$ cat config.mk
export PLATFORM = sky130hd
export DESIGN_NAME = purge_valve_scheduler
export DESIGN_NICKNAME = d
export VERILOG_FILES = /design/src/sv/pvs_pkg.sv /design/src/sv/pvs_cfg.sv /design/src/sv/pvs_core.sv /design/src/sv/purge_valve_scheduler.sv
export SDC_FILE = /design/constraint.sdc
export NUM_CORES = 1
export LEC_CHECK = 0
export ABC_CLOCK_PERIOD_IN_PS = 33100
export BUFFER_PORTS_ARGS = -buffer_cell sky130_fd_sc_hd__buf_4
export CAP_MARGIN = 30
export CORE_MARGIN = 1
export CORE_UTILIZATION = 50
export CTS_BUF_LIST = sky130_fd_sc_hd__clkbuf_16
export DETAILED_ROUTE_END_ITERATION = 12
export GPL_TIMING_DRIVEN = 0
export HOLD_SLACK_MARGIN = 0.02
export PLACE_DENSITY = 0.79
export SLEW_MARGIN = 10
export SYNTH_ARGS = -nofsm -noshare
export SYNTH_HDL_FRONTEND = slang
export SYNTH_SLANG_ARGS = --single-unit
$ cat constraint.sdc
create_clock -name clk -period 33.1 [get_ports clk]
set_input_delay 6.62 -clock clk [delete_from_list [all_inputs] [get_ports clk]]
set_output_delay 6.62 -clock clk [all_outputs]
set_load 0.02 [all_outputs]
$ cat src/sv/pvs_pkg.sv
// Shared types, constants and helper functions for the purge valve scheduler.
`timescale 1ns / 1ps

package pvs_pkg;

  // Number of ticks between cell voltage difference checks.
  localparam int CHECK_PERIOD = 60;

  // Configuration register indexes.
  localparam logic [2:0] REG_INTERVAL_TABLE = 3'd0;
  localparam logic [2:0] REG_CURRENT_THRESH = 3'd1;
  localparam logic [2:0] REG_PURGE_LENGTH   = 3'd2;
  localparam logic [2:0] REG_VDIFF_LIMIT    = 3'd3;
  localparam logic [2:0] REG_OVERPRESS_L4   = 3'd4;
  localparam logic [2:0] REG_OVERPRESS_L3   = 3'd5;

  // Purge mode codes; any value above MODE_MANUAL is a fixed purge length.
  localparam logic [7:0] MODE_AUTO   = 8'd0;
  localparam logic [7:0] MODE_MANUAL = 8'd1;
  localparam logic [7:0] MODE_FORCED = 8'd4;

  // Pressure fault codes.
  localparam logic [2:0] FAULT_NONE     = 3'd0;
  localparam logic [2:0] FAULT_UNDER_L4 = 3'd1;
  localparam logic [2:0] FAULT_UNDER_L3 = 3'd2;
  localparam logic [2:0] FAULT_OVER_L4  = 3'd3;
  localparam logic [2:0] FAULT_OVER_L3  = 3'd4;

  // Fixed pressure levels in 0.1 kPa absolute.
  localparam logic [15:0] PRESS_NORMAL_HI = 16'd2300;
  localparam logic [15:0] PRESS_NORMAL_LO = 16'd950;
  localparam logic [15:0] PRESS_UNDER_L4  = 16'd700;
  localparam logic [15:0] PRESS_UNDER_L3  = 16'd800;
  localparam logic [15:0] PRESS_LOW       = 16'd900;
  localparam logic [15:0] PRESS_OFFSET    = 16'd1000;

  // Voltage difference sanity cap and start-up behavior.
  localparam logic [15:0] VDIFF_CAP      = 16'd2000;
  localparam logic [11:0] STARTUP_TICKS  = 12'd30;
  localparam logic [3:0]  STARTUP_STATE  = 4'h7;

  // One input item.
  typedef struct packed {
    logic [4:0]  sys_status;
    logic [15:0] stack_current;
    logic [15:0] pressure_a;
    logic [15:0] pressure_b;
    logic [15:0] vdiff_a;
    logic [15:0] vdiff_b;
    logic        inlet_open;
    logic        auto_enabled;
    logic        protect_ready;
    logic        fault_armed;
    logic        mode_load;
    logic [7:0]  mode_value;
  } in_item_t;

  // One result item.
  typedef struct packed {
    logic       valve_open;
    logic       aux_close;
    logic [2:0] fault_code;
    logic       level3_clear;
    logic [7:0] purge_mode;
  } out_item_t;

  // Configuration in the form the tick logic uses it.
  typedef struct packed {
    logic [6:0][11:0]   ticks;      // interval table entries in ticks
    logic signed [18:0] band1;
    logic signed [18:0] band2;
    logic signed [18:0] band3;
    logic signed [18:0] band4;
    logic signed [18:0] band5;
    logic signed [18:0] band6;
    logic [7:0]         open_ticks;
    logic [15:0]        vdiff_limit;
    logic [16:0]        lim4;
    logic [16:0]        lim3;
  } cfg_t;

  // Multiply an 8-bit count of seconds by ten.
  function automatic logic [11:0] times10_8(input logic [7:0] v);
    logic [11:0] w;
    w = {4'b0, v};
    return (w << 3) + (w << 1);
  endfunction

  // Turn an over-pressure setting into its absolute threshold.
  function automatic logic [16:0] press_limit(input logic [12:0] v);
    logic [16:0] w;
    w = {4'b0, v};
    return (w << 3) + (w << 1) + {1'b0, PRESS_OFFSET};
  endfunction

  // Purge length in ticks: divide by ten and saturate at 255.
  function automatic logic [7:0] open_len(input logic [11:0] v);
    logic [27:0] prod;
    logic [8:0]  q;
    prod = 28'(v) * 28'(52429);
    q = prod[27:19];
    return q[8] ? 8'hFF : q[7:0];
  endfunction

endpackage

$ cat src/sv/pvs_cfg.sv
// Configuration registers, kept in the pre-scaled form the tick logic needs.
`timescale 1ns / 1ps

module pvs_cfg (
  input  logic                 clk,
  input  logic                 rst_n,
  input  logic                 cfg_we,
  input  logic [2:0]           cfg_index,
  input  logic [63:0]          cfg_data,
  output pvs_pkg::cfg_t        cfg
);
  import pvs_pkg::*;

  cfg_t cfg_r;
  cfg_t cfg_nxt;
  cfg_t cfg_rst;

  logic [15:0] t0, t1, t2, t3;
  logic [18:0] t2x2, t3x2;

  // Threshold fields of the write data and the doubled upper two.
  assign t0   = cfg_data[15:0];
  assign t1   = cfg_data[31:16];
  assign t2   = cfg_data[47:32];
  assign t3   = cfg_data[63:48];
  assign t2x2 = {2'b0, t2, 1'b0};
  assign t3x2 = {2'b0, t3, 1'b0};

  // Reset value matches all raw registers at zero.
  always_comb begin
    cfg_rst             = '0;
    cfg_rst.band1       = -19'sd2;
    cfg_rst.band2       = -19'sd2;
    cfg_rst.band3       = -19'sd2;
    cfg_rst.band4       = -19'sd2;
    cfg_rst.band5       = 19'sd48;
    cfg_rst.band6       = 19'sd98;
    cfg_rst.lim4        = {1'b0, PRESS_OFFSET};
    cfg_rst.lim3        = {1'b0, PRESS_OFFSET};
  end

  // Decode a register write into its derived fields.
  always_comb begin
    cfg_nxt = cfg_r;
    if (cfg_we) begin
      case (cfg_index)
        REG_INTERVAL_TABLE: begin
          for (int i = 0; i < 7; i++) begin
            cfg_nxt.ticks[i] = times10_8(cfg_data[8*i +: 8]);
          end
        end
        REG_CURRENT_THRESH: begin
          cfg_nxt.band1 = $signed({3'b0, t0}) - 19'sd2;
          cfg_nxt.band2 = $signed({3'b0, t1}) - 19'sd2;
          cfg_nxt.band3 = $signed(t2x2) - 19'sd2;
          cfg_nxt.band4 = $signed(t3x2) - 19'sd2;
          cfg_nxt.band5 = $signed(t3x2) + 19'sd48;
          cfg_nxt.band6 = $signed(t3x2) + 19'sd98;
        end
        REG_PURGE_LENGTH:  cfg_nxt.open_ticks  = open_len(cfg_data[11:0]);
        REG_VDIFF_LIMIT:   cfg_nxt.vdiff_limit = cfg_data[15:0];
        REG_OVERPRESS_L4:  cfg_nxt.lim4        = press_limit(cfg_data[12:0]);
        REG_OVERPRESS_L3:  cfg_nxt.lim3        = press_limit(cfg_data[12:0]);
        default: begin
        end
      endcase
    end
  end

  always_ff @(posedge clk) begin
    if (!rst_n) begin
      cfg_r <= cfg_rst;
    end else begin
      cfg_r <= cfg_nxt;
    end
  end

  assign cfg = cfg_r;

endmodule

$ cat src/sv/pvs_core.sv
// Per-tick scheduler state and its combinational update.
`timescale 1ns / 1ps

module pvs_core (
  input  logic               clk,
  input  logic               rst_n,
  input  logic               step,
  input  pvs_pkg::in_item_t  item,
  input  pvs_pkg::cfg_t      cfg,
  output pvs_pkg::out_item_t result
);
  import pvs_pkg::*;

  logic [7:0]  mode_r, mode_nxt;
  logic [15:0] itimer_r, itimer_nxt;
  logic        oflag_r, oflag_nxt;
  logic [7:0]  otimer_r, otimer_nxt;
  logic [15:0] ftimer_r, ftimer_nxt;
  logic [5:0]  cdiv_r, cdiv_nxt;
  logic        valve_r, valve_nxt;

  logic [11:0]        interval;
  logic signed [18:0] cur_s;
  logic               low_a, low_b;
  logic [16:0]        pa_w, pb_w;
  logic [2:0]         fault;
  logic               l3clr;
  logic               aux;
  logic signed [12:0] pull;
  logic [12:0]        close_at;

  assign cur_s    = $signed({3'b0, item.stack_current});
  assign pull     = $signed({1'b0, interval}) - $signed({5'b0, cfg.open_ticks}) - 13'sd1;
  assign close_at = {1'b0, interval} + {5'b0, cfg.open_ticks};
  assign low_a    = item.pressure_a < PRESS_LOW;
  assign low_b    = item.pressure_b < PRESS_LOW;
  assign pa_w     = {1'b0, item.pressure_a};
  assign pb_w     = {1'b0, item.pressure_b};

  // Next state for one tick, in the order the scheduler applies its rules.
  always_comb begin
    mode_nxt   = item.mode_load ? item.mode_value : mode_r;
    itimer_nxt = itimer_r;
    oflag_nxt  = oflag_r;
    otimer_nxt = otimer_r;
    ftimer_nxt = ftimer_r;
    valve_nxt  = valve_r;
    fault      = FAULT_NONE;
    l3clr      = 1'b0;
    aux        = 1'b0;

    // Purge interval from start-up state, which also forces auto mode, or from current band.
    priority if (item.sys_status[3:0] == STARTUP_STATE) begin
      mode_nxt = MODE_AUTO;
      interval = STARTUP_TICKS;
    end else if (cur_s < cfg.band1) begin
      interval = cfg.ticks[0];
    end else if (cur_s >= cfg.band6) begin
      interval = cfg.ticks[6];
    end else if (cur_s >= cfg.band5) begin
      interval = cfg.ticks[5];
    end else if (cur_s >= cfg.band4) begin
      interval = cfg.ticks[4];
    end else if (cur_s >= cfg.band3) begin
      interval = cfg.ticks[3];
    end else if (cur_s >= cfg.band2) begin
      interval = cfg.ticks[2];
    end else begin
      interval = cfg.ticks[1];
    end

    // Pressure protection.
    if (item.protect_ready) begin
      l3clr = (item.pressure_a < PRESS_NORMAL_HI) && (item.pressure_b < PRESS_NORMAL_HI) &&
              (item.pressure_a >= PRESS_NORMAL_LO) && (item.pressure_b >= PRESS_NORMAL_LO);
      priority if (item.pressure_a < PRESS_UNDER_L4 || item.pressure_b < PRESS_UNDER_L4) begin
        fault    = FAULT_UNDER_L4;
        mode_nxt = MODE_FORCED;
      end else if (item.pressure_a < PRESS_UNDER_L3 || item.pressure_b < PRESS_UNDER_L3) begin
        fault    = FAULT_UNDER_L3;
        mode_nxt = MODE_FORCED;
      end else if (low_a || low_b) begin
        mode_nxt = MODE_FORCED;
      end else if (pa_w >= cfg.lim4 || pb_w >= cfg.lim4) begin
        if (item.fault_armed) begin
          fault = FAULT_OVER_L4;
        end
        mode_nxt = MODE_FORCED;
      end else if (pa_w >= cfg.lim3 || pb_w >= cfg.lim3) begin
        fault    = FAULT_OVER_L3;
        mode_nxt = MODE_FORCED;
      end else begin
      end
    end

    // Periodic voltage difference check pulls the next purge forward.
    cdiv_nxt = cdiv_r + 6'd1;
    if (cdiv_nxt >= 6'(CHECK_PERIOD)) begin
      cdiv_nxt = '0;
      if ((item.vdiff_a < VDIFF_CAP || item.vdiff_b < VDIFF_CAP) &&
          (item.vdiff_a > cfg.vdiff_limit || item.vdiff_b > cfg.vdiff_limit)) begin
        itimer_nxt = pull[12] ? 16'd0 : {4'b0, pull[11:0]};
      end
    end

    // Valve drive.
    if (item.inlet_open) begin
      // Fixed-length purge.
      if (mode_nxt > MODE_MANUAL) begin
        valve_nxt  = 1'b1;
        ftimer_nxt = ftimer_r + 16'd1;
        if (ftimer_nxt >= {8'b0, mode_nxt}) begin
          ftimer_nxt = '0;
          valve_nxt  = 1'b0;
          itimer_nxt = '0;
          mode_nxt   = item.auto_enabled ? MODE_MANUAL : MODE_AUTO;
        end
      end
      // Auto purge on the interval timer.
      if (mode_nxt == MODE_AUTO) begin
        itimer_nxt = itimer_nxt + 16'd1;
        if (itimer_nxt == {4'b0, interval}) begin
          valve_nxt = 1'b1;
          oflag_nxt = 1'b1;
        end else if (itimer_nxt >= {3'b0, close_at}) begin
          valve_nxt  = 1'b0;
          itimer_nxt = '0;
          oflag_nxt  = 1'b0;
          otimer_nxt = '0;
        end
        if (oflag_nxt) begin
          if (otimer_nxt != 8'hFF) begin
            otimer_nxt = otimer_nxt + 8'd1;
          end
          if (otimer_nxt > cfg.open_ticks) begin
            valve_nxt = 1'b0;
          end
        end
      end
    end else begin
      // Inlet shut: vent on low pressure, otherwise close and go manual.
      if (low_a || low_b) begin
        valve_nxt = 1'b1;
      end else begin
        mode_nxt  = MODE_MANUAL;
        valve_nxt = 1'b0;
        aux       = 1'b1;
      end
    end

    result.valve_open   = valve_nxt;
    result.aux_close    = aux;
    result.fault_code   = fault;
    result.level3_clear = l3clr;
    result.purge_mode   = mode_nxt;
  end

  // State registers advance once per transferred item.
  always_ff @(posedge clk) begin
    if (!rst_n) begin
      mode_r   <= MODE_MANUAL;
      itimer_r <= '0;
      oflag_r  <= 1'b0;
      otimer_r <= '0;
      ftimer_r <= '0;
      cdiv_r   <= '0;
      valve_r  <= 1'b0;
    end else if (step) begin
      mode_r   <= mode_nxt;
      itimer_r <= itimer_nxt;
      oflag_r  <= oflag_nxt;
      otimer_r <= otimer_nxt;
      ftimer_r <= ftimer_nxt;
      cdiv_r   <= cdiv_nxt;
      valve_r  <= valve_nxt;
    end
  end

endmodule

$ cat src/sv/purge_valve_scheduler.sv
// Top level of the purge valve scheduler: input register, tick update and result register.
`timescale 1ns / 1ps

// One input item is one 100 ms control tick. The block accepts one item per clock while
// in_stall is low and passes each result through its input and result registers in turn:
// an input register feeds a combinational update of the scheduler state, and the result
// is held in an output register so a new tick can be taken while a result waits.
// A stall on the output side holds the result and, once the input register is also
// full, stalls the input. Configuration writes take effect on the next clock and are
// meant to be made while no tick is in flight. After reset the purge mode is manual,
// all timers are zero and the valve is closed.
module purge_valve_scheduler (
  input  logic                clk,
  input  logic                rst_n,
  input  logic                in_valid,
  output logic                in_stall,
  input  pvs_pkg::in_item_t   in_data,
  output logic                out_valid,
  input  logic                out_stall,
  output pvs_pkg::out_item_t  out_data,
  input  logic                cfg_we,
  input  logic [2:0]          cfg_index,
  input  logic [63:0]         cfg_data
);
  import pvs_pkg::*;

  logic      in_valid_r;
  in_item_t  in_data_r;
  logic      out_valid_r;
  out_item_t out_data_r;
  logic      advance;
  cfg_t      cfg;
  out_item_t result;

  // Configuration registers.
  pvs_cfg u_cfg (
    .clk       (clk),
    .rst_n     (rst_n),
    .cfg_we    (cfg_we),
    .cfg_index (cfg_index),
    .cfg_data  (cfg_data),
    .cfg       (cfg)
  );

  // Scheduler state update.
  pvs_core u_core (
    .clk    (clk),
    .rst_n  (rst_n),
    .step   (advance),
    .item   (in_data_r),
    .cfg    (cfg),
    .result (result)
  );

  // The held item moves on when the result register is free or being emptied.
  assign advance  = in_valid_r && (!out_valid_r || !out_stall);
  assign in_stall = in_valid_r && !advance;

  // Input register.
  always_ff @(posedge clk) begin
    if (!rst_n) begin
      in_valid_r <= 1'b0;
    end else if (in_valid && !in_stall) begin
      in_valid_r <= 1'b1;
    end else if (advance) begin
      in_valid_r <= 1'b0;
    end
  end

  always_ff @(posedge clk) begin
    if (in_valid && !in_stall) begin
      in_data_r <= in_data;
    end
  end

  // Result register.
  always_ff @(posedge clk) begin
    if (!rst_n) begin
      out_valid_r <= 1'b0;
    end else if (advance) begin
      out_valid_r <= 1'b1;
    end else if (!out_stall) begin
      out_valid_r <= 1'b0;
    end
  end

  always_ff @(posedge clk) begin
    if (advance) begin
      out_data_r <= result;
    end
  end

  assign out_valid = out_valid_r;
  assign out_data  = out_data_r;

  // A held item always produces a result on the next clock when the output is free.
  a_advance_fills_output: assert property (@(posedge clk) disable iff (!rst_n)
    (in_valid_r && !(out_valid_r && out_stall)) |=> out_valid_r)
    else $error("held item did not reach the result register");

  // Fault codes stay within the defined set.
  a_fault_code_range: assert property (@(posedge clk) disable iff (!rst_n)
    out_valid_r |-> (out_data_r.fault_code <= FAULT_OVER_L3))
    else $error("fault code out of range");

  // Closing the second outlet means the valve is shut and the mode is manual.
  a_aux_close_state: assert property (@(posedge clk) disable iff (!rst_n)
    (out_valid_r && out_data_r.aux_close) |->
      (!out_data_r.valve_open && out_data_r.purge_mode == MODE_MANUAL))
    else $error("second outlet closed with inconsistent valve state");

  // The input side is stalled only while the result register is held.
  a_stall_cause: assert property (@(posedge clk) disable iff (!rst_n)
    in_stall |-> (out_valid_r && out_stall))
    else $error("input stalled without a held result");

endmodule
Word-level counts from Yosys, hierarchy flattened
Cells that the tools add are included.

Register bits: 425. Bits in latches: 0. Bits in writable memories: 0. Memory bits (read-only): 0. Input port bits: 170. Memories: 0.

$add $sub $neg: 22. Multiply operators: 1. Divide/modulo/power cells: 0. Order comparisons: 29. Equal/unequal tests: 9. Shift operators: 0. Mux-type cells: 67. Bitwise operators: 1. Reduce and logical (&&, ||, !) cells: 32.

Operator list (count): 2-to-1 mux 8 bit (23); 2-to-1 mux 16 bit (10); < comparator 16 x 10 -> 1 bit (second input constant) (6); 2-to-1 mux 12 bit (8); >= comparator 17 x 19 -> 1 bit (5); adder 11 x 9 -> 12 bit (7); >= comparator 16 x 17 -> 1 bit (4); subtractor 17 x 2 -> 18 bit (second input constant) (2); subtractor 16 x 2 -> 17 bit (second input constant) (2); adder 16 x 1 -> 16 bit (second input constant) (2); >= comparator 16 x 10 -> 1 bit (second input constant) (2); greater-than comparator 16 bit (2); < comparator 16 x 11 -> 1 bit (second input constant) (2); < comparator 16 x 12 -> 1 bit (second input constant) (2); multiplier 12 x 16 -> 28 bit (second input constant) (1); 2-to-1 mux 1 bit (20); < comparator 17 x 19 -> 1 bit (1); adder 17 x 6 -> 18 bit (second input constant) (1); adder 17 x 7 -> 18 bit (second input constant) (1); adder 16 x 14 -> 17 bit (1); adder 17 x 10 -> 17 bit (second input constant) (1); == test 16 x 12 -> 1 bit (1); >= comparator 16 x 13 -> 1 bit (1); >= comparator 16 x 8 -> 1 bit (1); 28 further kinds (55).

Logic depth before layout (Yosys ltp)
Word-level depth: 32. Mapped depth: 68. Gate-level depth less buffers: 65.

Hierarchy
A second synthesis with hierarchy kept.

Cells, all modules: 3453. Area, all modules: 29923.7 µm².

By module, submodules not included: pvs_cfg (times used 1, cells an instance 1707, area each 14432.6 µm², seq. area each 4684.5 µm²); pvs_core (times used 1, cells an instance 1626, area each 12044.1 µm², seq. area each 1121.1 µm²); purge_valve_scheduler (times used 1, cells an instance 120, area each 3447.1 µm², seq. area each 3403.3 µm²).

Worst setup path before layout
OpenSTA, ideal clock, no wires.

Kind: input to output. Start: input out_stall. End: output in_stall. Arrival time: 6.906 ns. Setup slack: 19.574 ns. Cell stages on the path: 1. Buffers on the path: 0. Path through: and3_1.

Cells in the longest elaborated chain, start to end: 5.

RTL lines: start: declaration (RTL line purge_valve_scheduler.sv:19) `input logic out_stall,`; zero test 1 bit; logical OR 1 bit (RTL line purge_valve_scheduler.sv:56) `assign advance = in_valid_r && (!out_valid_r || !out_stall);`; logical AND 1 bit (RTL line purge_valve_scheduler.sv:56); zero test 1 bit (RTL line purge_valve_scheduler.sv:57) `assign in_stall = in_valid_r && !advance;`; logical AND 1 bit (RTL line purge_valve_scheduler.sv:57); end: declaration (RTL line purge_valve_scheduler.sv:16) `output logic in_stall,`.

Every way passes these cells.

Final worst setup path
Start: register in_data_r[81] (netlist bit). End: register u_core.valve_r.

Cells in the longest elaborated chain, start to end: 32. Elaborated cells on any way between the ends: 46. Those cells by class: add/sub (5); order compare (8); eq/ne (2); mux (31).

RTL lines: start: declaration (RTL line purge_valve_scheduler.sv:28) `in_item_t in_data_r;`; start signal: assignment (RTL line purge_valve_scheduler.sv:72) `in_data_r <= in_data;`; >= comparator 17 x 19 -> 1 bit (RTL line pvs_core.sv:66) `end else if (cur_s >= cfg.band2) begin`; 2-to-1 mux 12 bit (RTL line pvs_core.sv:66); 2-to-1 mux 12 bit (RTL line pvs_core.sv:64) `end else if (cur_s >= cfg.band3) begin`; 2-to-1 mux 12 bit (RTL line pvs_core.sv:62) `end else if (cur_s >= cfg.band4) begin`; 2-to-1 mux 12 bit (RTL line pvs_core.sv:60) `end else if (cur_s >= cfg.band5) begin`; 2-to-1 mux 12 bit (RTL line pvs_core.sv:58) `end else if (cur_s >= cfg.band6) begin`; 2-to-1 mux 12 bit (*) (RTL line pvs_core.sv:56) `end else if (cur_s < cfg.band1) begin`; 2-to-1 mux 12 bit (*) (RTL line pvs_core.sv:53) `priority if (item.sys_status[3:0] == STARTUP_STATE) begin`; [... 16 more ...]; 2-to-1 mux 8 bit (RTL line pvs_core.sv:131) `if (oflag_nxt) begin`; 2-to-1 mux 8 bit (RTL line pvs_core.sv:120) `if (mode_nxt == MODE_AUTO) begin`; 2-to-1 mux 8 bit (RTL line pvs_core.sv:107) `if (item.inlet_open) begin`; greater-than comparator 8 bit (RTL line pvs_core.sv:135) `if (otimer_nxt > cfg.open_ticks) begin`; 2-to-1 mux 1 bit (RTL line pvs_core.sv:135); 2-to-1 mux 1 bit (*) (RTL line pvs_core.sv:131); 2-to-1 mux 1 bit (*) (RTL line pvs_core.sv:120); 2-to-1 mux 1 bit (*) (RTL line pvs_core.sv:107); end signal: assignment (RTL line pvs_core.sv:175) `valve_r <= valve_nxt;`; end: declaration (RTL line pvs_core.sv:20) `logic valve_r, valve_nxt;`.

Every way passes the cells marked *; elsewhere a longest branch is shown, timed or not. The select of a mux whose other input is x is not followed. A chain may end at the register's enable or synchronous reset.

==> results.yml <==
logic_synthesis:
  synth.area.top_cells: "dfxtp_1, ha_1, edfxtp_1, nand2_1, inv_1"
  synth_nets: 3978
  synth_cell_types: 103
  synthFlopType: "dfxtp_1"
  synth-async-reset-ratio_pct: 0
  ys_ff_latch: 402
  syn-cell-area_mm2: 0.0295
  avgSynthCellArea_um2: 8.72
  yosysTopAreaCellShare_pct: 19.8
  yosysWarnings: 0
  seq_area_frac_synth_pct: 31.0
  yosysTopAreaCell: "dfxtp_1"
  synth_edf_count: 110
  syn_inst: 3380
drt:
  ant_nets: 0
  vias: 26192
  highest_layer: "met5"
  drc: 0
  routed_wl_mm: 88.9
  firstDrtPassIters: 6
  wl_met1_mm: 37.7
  via_per_inst: 5.93
  drt-initial-drc-count: 2468
  post_drt_wl_per_cell_um: 20.1
  dr_wl_met3_mm: 7.56
  route.met2.wl_mm: 39.9
power_and_ir_drop:
  peakVddDrop_uv: 46.1
  power.density_mw_per_mm2: 44.9
  p_leak_nw: 15.1
timing:
  setup_viol: 0
  period_share_pct: 44.9
  slew_headroom_pct: 31.1
  fin_tns_setup_ns: 0
  hold_viol: 0
  clock_skew_ns: 0.0254
  tightest_slew_ns: 1.03
  rsz0062_at_grt: "no"
  report.final.slew_viol_count: 0
  fmax_mhz: 67.2
  layout_min_cycle_time_ns: 14.88
final_layout:
  fin_area_mm2: 0.0335
  final_common_cell: "nand2_1"
  area_delta_synth_final_pct: 13.5
  layout_common_cells: "nand2_1, ha_1, inv_1"
  final_core_util_pct: 57.7
  n_antenna_cell: 0
  final_nets: 4211
  drive_gt1_share_pct: 9.12
clock_tree:
  cts_resized: 0
  cts_tree: "yes"
  root_buffer: "clkbuf_16"
  cts.sinks: 402
  numCtsBuffers: 48
  clk_latency_ns: 0.61
  clk_pin_slew_worst_paths_ns: 0.06
  post_cts_buffers: 0
  postCtsHoldBufs: 0
  cts_max_level: 2
  clockBufferDepth: 3
critical_path:
  slowest_delay_ns: 0.66
  cp.arrival_ns: 15.39
  worst_setup_path_start_kind: "flip-flop"
  critPathKind: "reg -> reg"
  worstSetupEndpointType: "flip-flop"
  cp_top_family: "compound AO/OA/AOI/OAI gates"
  timing.critical_path.mode_cell: "a21o_1"
  critPathRequiredTime_ns: 33.62
  path_depth: 62
  crit_buf_inv: 7
  slowest_stage: "o31ai_1"
  reg2reg_slack_ns: 18.22
  crit_fanout: 10
  reg2reg_to: "u_core.valve_r"
  r2r-start: "in_data_r[81]"
  r2r_cells: 62
global_routing:
  overflow: 0
  antenna_found_initial: 2
  grt_start_max_net_pins: 29
  grt_pass1_wl_mm: 139
  grt_pass1_vias: 25650
  grt.total_usage_pct: 29.5
floorplan:
  floorplan.initialDensity_pct: 50.8
  fp-row-count: 88
  die-area_mm2: 0.0599
  die_h_um: 245
  ios: 186
  core_area_mm2: 0.0580
  dieWidth_um: 245
placement:
  dpl.hpwl_mm: 69.0
  portBuffers: 177
  postPlaceCellArea_mm2: 0.0319
  place.gp.congestion: 0.980
run_status:
  status: "finished, final reports clean"
hold_path:
  min-delay-start: "u_cfg.cfg[231]"
  min_path_cells: 2
  hold_end: "u_cfg.cfg[231]"
  hp-class: "reg -> reg"
job:
  cap_violations: 0
[metrics by stage]
step                std cells  hold WS [ns]  worst slack [ns]  power, W
detailed placement       4328         0.454             18.60  0.000960
global route             4418         0.474             17.24   0.00157
CTS                      4418         0.461             18.55   0.00150
global placement         4322         0.447             18.68  0.000949
finish                   4418         0.463             18.22   0.00150
floorplan                3380         0.431             19.57  0.000832
[registers in the layout, summed over array words and instances (netlist names)]
signal           cells
u_cfg.cfg          234
in_data_r           96
u_core.ftimer_r     16
u_core.itimer_r     16
out_data            14
u_core.mode_r        8
u_core.otimer_r      8
u_core.cdiv_r        6
in_valid_r           1
out_valid            1
u_core.oflag_r       1
u_core.valve_r       1
[worst register-to-register path: cells and delay by family (launching register included)]
family	cells	cell delay, ns
xor gates and xnor gates	1	0.17
buffers and inverters	7	1.49
DFF	1	0.59
AOI/OAI and AO/OA	33	8.39
and+or+nand+nor	15	2.27
adders and majority gates	6	1.89
[synth_stat cells (all sizes together) (8+ instances only)]
cell type / count
a21oi: 142
o21bai: 17
nor2b: 44
clkbuf: 120
or3: 28
nand2b: 33
mux2i: 18
nand4: 41
ha: 374
a2111oi: 10
o21a: 15
o211ai: 87
o21ai: 177
a211oi: 23
nor3b: 11
nor4: 25
a21o: 70
or2: 12
buf: 21
o211a: 38
o22ai: 8
nor2: 165
fa: 54
a21boi: 92
and3: 36
or4: 11
nand3: 99
edfxtp: 110
xnor2: 97
o311ai: 10
dfxtp: 292
o31ai: 14
nand2: 432
inv: 309
a22oi: 16
nor3: 57
and2: 44
xor2: 76
a311oi: 12
a31oi: 29
a211o: 12
[report_power, final]
part / total, W / leakage [nW] / internal (W) / switching [W]
Clock: 0.000544 / 0.820 / 0.000309 / 0.000235
Combinational: 0.000417 / 10.8 / 0.000170 / 0.000246
Sequential: 0.000542 / 3.44 / 0.000525 / 0.0000169
[cell type report]
type | instances | area (um2)
clock inverter | 40 | 358
multi-input combinational | 2528 | 18600
fill | 5030 | 24600
tap | 765 | 957
timing repair buffer | 183 | 1420
sequential | 402 | 9150
inverter | 309 | 1160
buffer | 141 | 567
clock buffer | 50 | 1250
[worst max-delay path by stage]
stage / start / to / slack, ns
2_1_floorplan: out_stall / in_stall / 19.57
3_3_place_gp: in_data_r[81] / u_core.valve_r / 18.68
3_5_place_dp: in_data_r[81] / u_core.valve_r / 18.60
4_1_cts: in_data_r[81] / u_core.valve_r / 18.55
5_1_grt: in_data_r[81] / u_core.valve_r / 17.24
6_report: in_data_r[81] / u_core.valve_r / 18.22
[cell families after synthesis]
group / share of synthesized area, %
AOI/OAI and AO/OA: 20.0
xor gates and xnor gates: 5.29
adders and majority gates: 19.6
buffers and inverters: 5.85
DFF: 31.0
muxes: 0.879
and+or+nand+nor: 17.3
[layer usage]
| metal | track usage [%] | up-vias |
|---|---|---|
| met5 | 0 | - |
| met4 | 12.2 | 4 |
| met3 | 5.32 | 245 |
| met2 | 47.9 | 1106 |
| met1 | 38.6 | 12356 |
| li1 | - | 12481 |
No activity file was read; power rests on OpenSTA's default activity.
